[config.mk]
export PLATFORM = sky130hd
export DESIGN_NAME = md5_block_compress
export DESIGN_NICKNAME = d
export VERILOG_FILES = /design/src/hw/rtl/md5bc_pkg.sv /design/src/hw/rtl/md5_block_compress.sv /design/src/hw/rtl/md5bc_round.sv
export SDC_FILE = /design/constraint.sdc
export NUM_CORES = 2
export LEC_CHECK = 0
export ABC_AREA = 0
export BUFFER_PORTS_ARGS = -buffer_cell sky130_fd_sc_hd__buf_2
export CAP_MARGIN = 20
export CORE_MARGIN = 4
export CORE_UTILIZATION = 40
export DETAILED_ROUTE_END_ITERATION = 8
export GPL_TIMING_DRIVEN = 0
export SLEW_MARGIN = 20
export SYNTH_ARGS = -nofsm -noshare
export SYNTH_HDL_FRONTEND = slang
export SYNTH_SLANG_ARGS = --single-unit
[constraint.sdc]
create_clock -name clk_i -period 8.23 [get_ports clk_i]
set_input_delay 2.469 -clock clk_i [delete_from_list [all_inputs] [get_ports clk_i]]
set_output_delay 2.469 -clock clk_i [all_outputs]
set_load 0.02 [all_outputs]
[src/hw/rtl/md5bc_pkg.sv]
// shared constants and schedule function of the md5 block compression engine
`default_nettype none

package md5bc_pkg;

  localparam int unsigned WordW = 32;

  // standard initial chaining value
  localparam logic [WordW-1:0] IV_WORDS [4] = '{
    32'h67452301, 32'hEFCDAB89, 32'h98BADCFE, 32'h10325476
  };

  // sine-derived round constants
  localparam logic [WordW-1:0] SINE_K [64] = '{
    32'hD76AA478, 32'hE8C7B756, 32'h242070DB, 32'hC1BDCEEE,
    32'hF57C0FAF, 32'h4787C62A, 32'hA8304613, 32'hFD469501,
    32'h698098D8, 32'h8B44F7AF, 32'hFFFF5BB1, 32'h895CD7BE,
    32'h6B901122, 32'hFD987193, 32'hA679438E, 32'h49B40821,
    32'hF61E2562, 32'hC040B340, 32'h265E5A51, 32'hE9B6C7AA,
    32'hD62F105D, 32'h02441453, 32'hD8A1E681, 32'hE7D3FBC8,
    32'h21E1CDE6, 32'hC33707D6, 32'hF4D50D87, 32'h455A14ED,
    32'hA9E3E905, 32'hFCEFA3F8, 32'h676F02D9, 32'h8D2A4C8A,
    32'hFFFA3942, 32'h8771F681, 32'h6D9D6122, 32'hFDE5380C,
    32'hA4BEEA44, 32'h4BDECFA9, 32'hF6BB4B60, 32'hBEBFBC70,
    32'h289B7EC6, 32'hEAA127FA, 32'hD4EF3085, 32'h04881D05,
    32'hD9D4D039, 32'hE6DB99E5, 32'h1FA27CF8, 32'hC4AC5665,
    32'hF4292244, 32'h432AFF97, 32'hAB9423A7, 32'hFC93A039,
    32'h655B59C3, 32'h8F0CCC92, 32'hFFEFF47D, 32'h85845DD1,
    32'h6FA87E4F, 32'hFE2CE6E0, 32'hA3014314, 32'h4E0811A1,
    32'hF7537E82, 32'hBD3AF235, 32'h2AD7D2BB, 32'hEB86D391
  };

  // rotate amounts, indexed by {phase, round[1:0]}
  localparam logic [4:0] ROT_AMOUNT [16] = '{
    5'd7, 5'd12, 5'd17, 5'd22,
    5'd5, 5'd9,  5'd14, 5'd20,
    5'd4, 5'd11, 5'd16, 5'd23,
    5'd6, 5'd10, 5'd15, 5'd21
  };

  // round function selector
  typedef enum logic [1:0] {
    FN_F = 2'd0,
    FN_G = 2'd1,
    FN_H = 2'd2,
    FN_I = 2'd3
  } round_fn_e;

  // message word index used by a given round
  function automatic logic [3:0] msg_index(input logic [5:0] rnd);
    logic [3:0] r4;
    logic [3:0] idx;
    r4 = rnd[3:0];
    case (round_fn_e'(rnd[5:4]))
      FN_F:    idx = r4;
      FN_G:    idx = r4 + {r4[1:0], 2'b00} + 4'd1;
      FN_H:    idx = r4 + {r4[2:0], 1'b0} + 4'd5;
      FN_I:    idx = {r4[0], 3'b000} - r4;
      default: idx = r4;
    endcase
    return idx;
  endfunction

endpackage

`default_nettype wire

[src/hw/rtl/md5_block_compress.sv]
// md5 block compression engine: word store, round sequencer and chaining value
`default_nettype none

// Message words are taken one per request (start high while busy is low) and
// written into a 16-entry block memory. A word that does not end a block leaves
// busy low. The sixteenth word holds busy high through ST_PRE, which prefetches
// the first message word, 64 rounds at one per cycle through the round unit
// (the block memory is read two rounds ahead so that a + k + w is summed the
// cycle before it is needed), ST_ADD for the chaining add and ST_EMIT, which
// emits the four hash words. Each hash word appears for a single cycle with
// digest_valid_o high, index 0 to 3 in order, the last marked; the receiver
// cannot stall, and the fourth strobe shows in the first idle cycle.
// message_start_i drops any partial block and reloads the initial value.

module md5_block_compress
  import md5bc_pkg::*;
(
  input  wire logic             clk_i,
  input  wire logic             rst_ni,
  input  wire logic             start,
  output logic                  busy,
  input  wire logic [WordW-1:0] message_word_i,
  input  wire logic             message_start_i,
  output logic                  digest_valid_o,
  output logic      [WordW-1:0] digest_word_o,
  output logic      [1:0]       digest_index_o,
  output logic                  digest_last_o
);

  typedef enum logic [2:0] {
    ST_IDLE,
    ST_PRE,
    ST_ROUND,
    ST_ADD,
    ST_EMIT
  } state_e;

  state_e           state_q;
  logic [3:0]       cnt_q;
  logic [5:0]       rnd_q;
  logic [1:0]       out_idx_q;
  logic [WordW-1:0] chain_q [4];
  logic [WordW-1:0] a_q, b_q, c_q, d_q;
  logic [WordW-1:0] pre_q, pre_d;
  logic             out_valid_q;
  logic [WordW-1:0] out_word_q;
  logic [1:0]       out_index_q;
  logic             out_last_q;

  logic [WordW-1:0] mem [16];
  logic [WordW-1:0] rd_data_q;
  logic [3:0]       wr_addr;
  logic [5:0]       rd_rnd;
  logic [3:0]       rd_addr;
  logic             accept;
  logic [WordW-1:0] pre_base;
  logic [5:0]       k_idx;
  logic [WordW-1:0] b_next;

  assign accept  = start && !busy;
  assign busy    = (state_q != ST_IDLE);
  assign wr_addr = message_start_i ? 4'd0 : cnt_q;

  // read address runs two rounds ahead of the round in progress
  always_comb begin
    case (state_q)
      ST_IDLE:  rd_rnd = 6'd0;
      ST_PRE:   rd_rnd = 6'd1;
      default:  rd_rnd = rnd_q + 6'd2;
    endcase
  end
  assign rd_addr = msg_index(rd_rnd);

  // block word memory, one write and one registered read port
  always_ff @(posedge clk_i) begin
    if (accept) begin
      mem[wr_addr] <= message_word_i;
    end
    rd_data_q <= mem[rd_addr];
  end

  // a + k + w of the next round, a of the next round is the current d
  assign pre_base = (state_q == ST_PRE) ? a_q : d_q;
  assign k_idx    = (state_q == ST_PRE) ? 6'd0 : rnd_q + 6'd1;
  assign pre_d    = pre_base + SINE_K[k_idx] + rd_data_q;

  // round unit
  md5bc_round u_round (
    .phase_i (rnd_q[5:4]),
    .shift_i (ROT_AMOUNT[{rnd_q[5:4], rnd_q[1:0]}]),
    .b_i     (b_q),
    .c_i     (c_q),
    .d_i     (d_q),
    .pre_i   (pre_q),
    .b_o     (b_next)
  );

  // sequencer, chaining value and round registers
  always_ff @(posedge clk_i or negedge rst_ni) begin
    if (!rst_ni) begin
      state_q     <= ST_IDLE;
      cnt_q       <= 4'd0;
      rnd_q       <= 6'd0;
      out_idx_q   <= 2'd0;
      chain_q     <= IV_WORDS;
      a_q         <= '0;
      b_q         <= '0;
      c_q         <= '0;
      d_q         <= '0;
      pre_q       <= '0;
      out_valid_q <= 1'b0;
      out_word_q  <= '0;
      out_index_q <= 2'd0;
      out_last_q  <= 1'b0;
    end else begin
      out_valid_q <= 1'b0;
      case (state_q)
        ST_IDLE: begin
          if (accept) begin
            if (message_start_i) begin
              chain_q <= IV_WORDS;
            end
            cnt_q <= wr_addr + 4'd1;
            if (!message_start_i && cnt_q == 4'd15) begin
              a_q     <= chain_q[0];
              b_q     <= chain_q[1];
              c_q     <= chain_q[2];
              d_q     <= chain_q[3];
              rnd_q   <= 6'd0;
              state_q <= ST_PRE;
            end
          end
        end
        ST_PRE: begin
          pre_q   <= pre_d;
          state_q <= ST_ROUND;
        end
        ST_ROUND: begin
          pre_q <= pre_d;
          a_q   <= d_q;
          b_q   <= b_next;
          c_q   <= b_q;
          d_q   <= c_q;
          rnd_q <= rnd_q + 6'd1;
          if (rnd_q == 6'd63) begin
            state_q <= ST_ADD;
          end
        end
        ST_ADD: begin
          chain_q[0] <= chain_q[0] + a_q;
          chain_q[1] <= chain_q[1] + b_q;
          chain_q[2] <= chain_q[2] + c_q;
          chain_q[3] <= chain_q[3] + d_q;
          out_idx_q  <= 2'd0;
          state_q    <= ST_EMIT;
        end
        ST_EMIT: begin
          out_valid_q <= 1'b1;
          out_word_q  <= chain_q[out_idx_q];
          out_index_q <= out_idx_q;
          out_last_q  <= (out_idx_q == 2'd3);
          out_idx_q   <= out_idx_q + 2'd1;
          if (out_idx_q == 2'd3) begin
            state_q <= ST_IDLE;
          end
        end
        default: begin
          state_q <= ST_IDLE;
        end
      endcase
    end
  end

  // result ports
  assign digest_valid_o = out_valid_q;
  assign digest_word_o  = out_word_q;
  assign digest_index_o = out_index_q;
  assign digest_last_o  = out_last_q;

endmodule

`default_nettype wire

[src/hw/rtl/md5bc_round.sv]
// one md5 round step: round function, rotate and add into b
`default_nettype none

module md5bc_round
  import md5bc_pkg::*;
(
  input  wire logic [1:0]       phase_i,
  input  wire logic [4:0]       shift_i,
  input  wire logic [WordW-1:0] b_i,
  input  wire logic [WordW-1:0] c_i,
  input  wire logic [WordW-1:0] d_i,
  input  wire logic [WordW-1:0] pre_i,
  output logic      [WordW-1:0] b_o
);

  logic [WordW-1:0]   fn;
  logic [WordW-1:0]   sum;
  logic [2*WordW-1:0] rot_wide;

  // round function of the current phase
  always_comb begin
    case (round_fn_e'(phase_i))
      FN_F:    fn = ((c_i ^ d_i) & b_i) ^ d_i;
      FN_G:    fn = (d_i & b_i) | (~d_i & c_i);
      FN_H:    fn = b_i ^ c_i ^ d_i;
      FN_I:    fn = c_i ^ (b_i | ~d_i);
      default: fn = b_i ^ c_i ^ d_i;
    endcase
  end

  // pre already holds a + k + w, rotate left by doubling the word
  assign sum      = fn + pre_i;
  assign rot_wide = {sum, sum} << shift_i;
  assign b_o      = b_i + rot_wide[2*WordW-1:WordW];

endmodule

`default_nettype wire

==> results.sh <==
export IMPL_status="finished, final reports clean"
export IMPL_synth_top_area_share_pct=28.3
export IMPL_arrival_ns=8.62
export IMPL_period_share_pct=97.7
export IMPL_die_y_um=377
export IMPL_drt_pass1_iterations=6
export IMPL_ctsHoldBuffers=0
export IMPL_cts_tree="yes"
export IMPL_detailedPlace_worstSlack_ns=-1.82
export IMPL_synthFlopType="edfxtp_1"
export IMPL_antenna_found_initial=11
export IMPL_postSynth_asyncResetShare_pct=38.4
export IMPL_tightest_slew_ns=1.22
export IMPL_timing_fmax_mhz=124
export IMPL_max_cap_violations=0
export IMPL_syn_avg_cell_area_um2=10.4
export IMPL_seq_area_um2=24600
export IMPL_root_buffer="clkbuf_16"
export IMPL_clock_path_buffers=3
export IMPL_clk_pin_slew_ns=0.06
export IMPL_syn_cell_area_um2=54400
export IMPL_numClockSinks=883
export IMPL_netlist_top_cells_area="edfxtp_1, dfrtp_1, mux4_2, ha_1, mux2i_1"
export IMPL_grtUsageMet2_pct=43.1
export IMPL_busiest_layer="met2"
export IMPL_drc=0
export IMPL_layout_min_cycle_time_ns=8.04
export IMPL_whs_ns=0.470
export IMPL_rsz0062_at_grt="yes"
export IMPL_path_class="flop to flop"
export IMPL_yosysTopAreaCell="edfxtp_1"
export IMPL_hold_class="flop to flop"
export IMPL_grtUsageMet1_pct=36.8
export IMPL_vias=44400
export IMPL_portBuffers=72
export IMPL_area_growth_pct=14.0
export IMPL_fp_dieW_um=377
export IMPL_viasPerCell=6.07
export IMPL_hold_viol=0
export IMPL_syn_nets=5574
export IMPL_synth_enable_flop_cells=512
export IMPL_drt_iter0_drc=5018
export IMPL_core_um2=135000
export IMPL_track_usage_pct=27.2
export IMPL_post_drt_wl_per_cell_um=26.9
export IMPL_grt_pass1_wl_mm=288
export IMPL_endpoint_kind="flop"
export IMPL_synth_cell_type_count=99
export IMPL_dieArea_um2=142000
export IMPL_clk_latency_ns=0.76
export IMPL_grt_max_degree=93
export IMPL_synth_warnings=0
export IMPL_ys_ff_latch=883
export IMPL_finClkSkew_ns=0.0820
export IMPL_final_antenna_net_count=0
export IMPL_drv_slew=0
export IMPL_htree_num_levels=3
export IMPL_placed_cells=7107
export IMPL_fillers=12600
export IMPL_drive_gt1_share_pct=13.7
export IMPL_fin_cells=7307
export IMPL_grt_pass1_vias=42000
export IMPL_final_setup_viol_count=0
export IMPL_gp_congestion=1.01
export IMPL_totalWireLength_mm=197
export IMPL_grtUsageMet3_pct=4.74
export IMPL_seq_area_frac_synth_pct=45.2
export IMPL_crit_fanout=10
export IMPL_std_cell_rows=135
export IMPL_critPathSlowestCell="or3b_2"
export IMPL_setup_slack_ns=0.189
export IMPL_grt_overflow_total=0
export IMPL_numCtsBuffers=94
export IMPL_max_slew_margin_rel_pct=18.9
export IMPL_fin_setup_tns_ns=0
export IMPL_critical_path_required_ns=8.81
export IMPL_multi_input_area_um2=28700
export IMPL_ios=73
export IMPL_syn_inst=5222
export IMPL_final_nets=5794
export IMPL_worstSetupStartpointType="flop"
export IMPL_start_util_pct=40.2
export IMPL_max_stage_delay_ns=0.51
export IMPL_hpwl_mm=149
==> flip-flops by register name, summed over array words and instances (netlist names) <==
signal and flops:
digest_word_o 32, out_idx_q 2, state_q 3, cnt_q 4
c_q 32, b_q 32, digest_index_o 2, a_q 32
mem 512, d_q 32, digest_last_o 1, pre_q 32
digest_valid_o 1, chain_q 128, rd_data_q 32, rnd_q 6
==> cells by family after synthesis <==
group / count (synthesis) / synth area share (%)
simple gates: 1477 / 12.1
compound gates: 1425 / 15.9
flops: 883 / 45.2
mux: 438 / 11.9
fa+ha+maj: 317 / 7.88
xor+xnor: 228 / 3.71
buf+inv: 454 / 3.28
==> critical path: cells and delay by family, from the launching register on <==
kind	cells	cell delay, ns
buf+inv	4	1.14
simple gates	12	2.88
flops	1	0.34
fa+ha+maj	2	0.73
mux	3	0.65
compound gates	10	2.13
==> synth_stat cells (27+ instances only) <==
| library cell | number |
|---|---|
| nor2_1 | 355 |
| dfrtp_1 | 275 |
| nor3_1 | 122 |
| xor2_1 | 119 |
| mux2i_1 | 258 |
| a31oi_1 | 71 |
| nor2b_1 | 59 |
| clkbuf_1 | 210 |
| mux4_2 | 163 |
| nand2_1 | 653 |
| ha_1 | 273 |
| buf_2 | 31 |
| a21oi_1 | 475 |
| o211ai_1 | 35 |
| o21ai_0 | 416 |
| a211oi_1 | 67 |
| fa_1 | 43 |
| dfxtp_1 | 32 |
| dfstp_2 | 64 |
| a21o_1 | 82 |
| o21bai_1 | 27 |
| nand2b_1 | 44 |
| buf_1 | 40 |
| o21a_1 | 31 |
| xnor2_1 | 106 |
| inv_1 | 160 |
| nand4_1 | 28 |
| edfxtp_1 | 512 |
| or3_1 | 31 |
| nand3_1 | 66 |
| nor3b_1 | 34 |
==> worst paths after layout <==
kind                                   from                to  slack [ns]  cells after the start
min reg2reg                digest_word_o[1]  digest_word_o[1]        0.47                      2
min                        digest_word_o[1]  digest_word_o[1]        0.47                      2
min in group asynchronous            rst_ni            b_q[5]        1.78                      2
max                                rnd_q[5]           b_q[31]        0.19                     31
max reg2reg                        rnd_q[5]           b_q[31]        0.19                     31
max in group asynchronous            rst_ni       chain_q[21]        5.53                      3
==> placed cells by master (no fill, tap or decap), drive strengths merged, types with 59 or more instances in the layout <==
cell type / synthesis / final
a31oi: 71 / 71
a21o: 82 / 82
buf: 82 / 218
a21oi: 479 / 479
o21ai: 421 / 421
inv: 162 / 160
edfxtp: 512 / 512
clkbuf: 210 / 319
mux4: 163 / 163
nand2: 654 / 654
nor2: 355 / 355
a211oi: 68 / 68
xnor2: 107 / 107
dfrtp: 275 / 275
dfstp: 64 / 64
xor2: 121 / 121
nor2b: 59 / 59
nand3: 66 / 66
nor3: 124 / 124
mux2i: 259 / 259
ha: 273 / 273
==> per-layer routing <==
metal,vias up,part of all wire (%)
met3,449,8.0
met5,-,0
met1,22100,41
li1,19800,-
met2,2038,45
met4,0,5.2
==> layout make-up <==
cell class | count | share of cell area (%)
plain buffers | 287 | 2.10
clock buffers | 121 | 4.12
multi-input cells | 3885 | 46.3
well taps | 1781 | 3.59
inverters | 162 | 0.999
clock inverters | 54 | 1.10
diodes | 5 | 0.0202
flip-flops and latches | 883 | 39.6
repair buffers | 129 | 2.13
==> through the flow <==
| step | area (µm²) | util (%) |
|---|---|---|
| after global routing | 62000 | 45.8 |
| after global placement | 57000 | 42.1 |
| after floorplan | 54400 | - |
| after CTS | 61300 | 45.3 |
| final | 62000 | 45.8 |
| after detailed placement | 57900 | 42.8 |
==> repair_timing <==
action | in CTS | in global routing
pin swaps | 4 | 17
gates resized for setup | 73 | 139
endpoints found under the setup margin | 46 | 18
buffers inserted | 2 | 22
cloned | 0 | 0
Power is left out: the tool's default activity adds up to more than one toggle a clock period on the data nets, which glitch-free logic cannot reach.
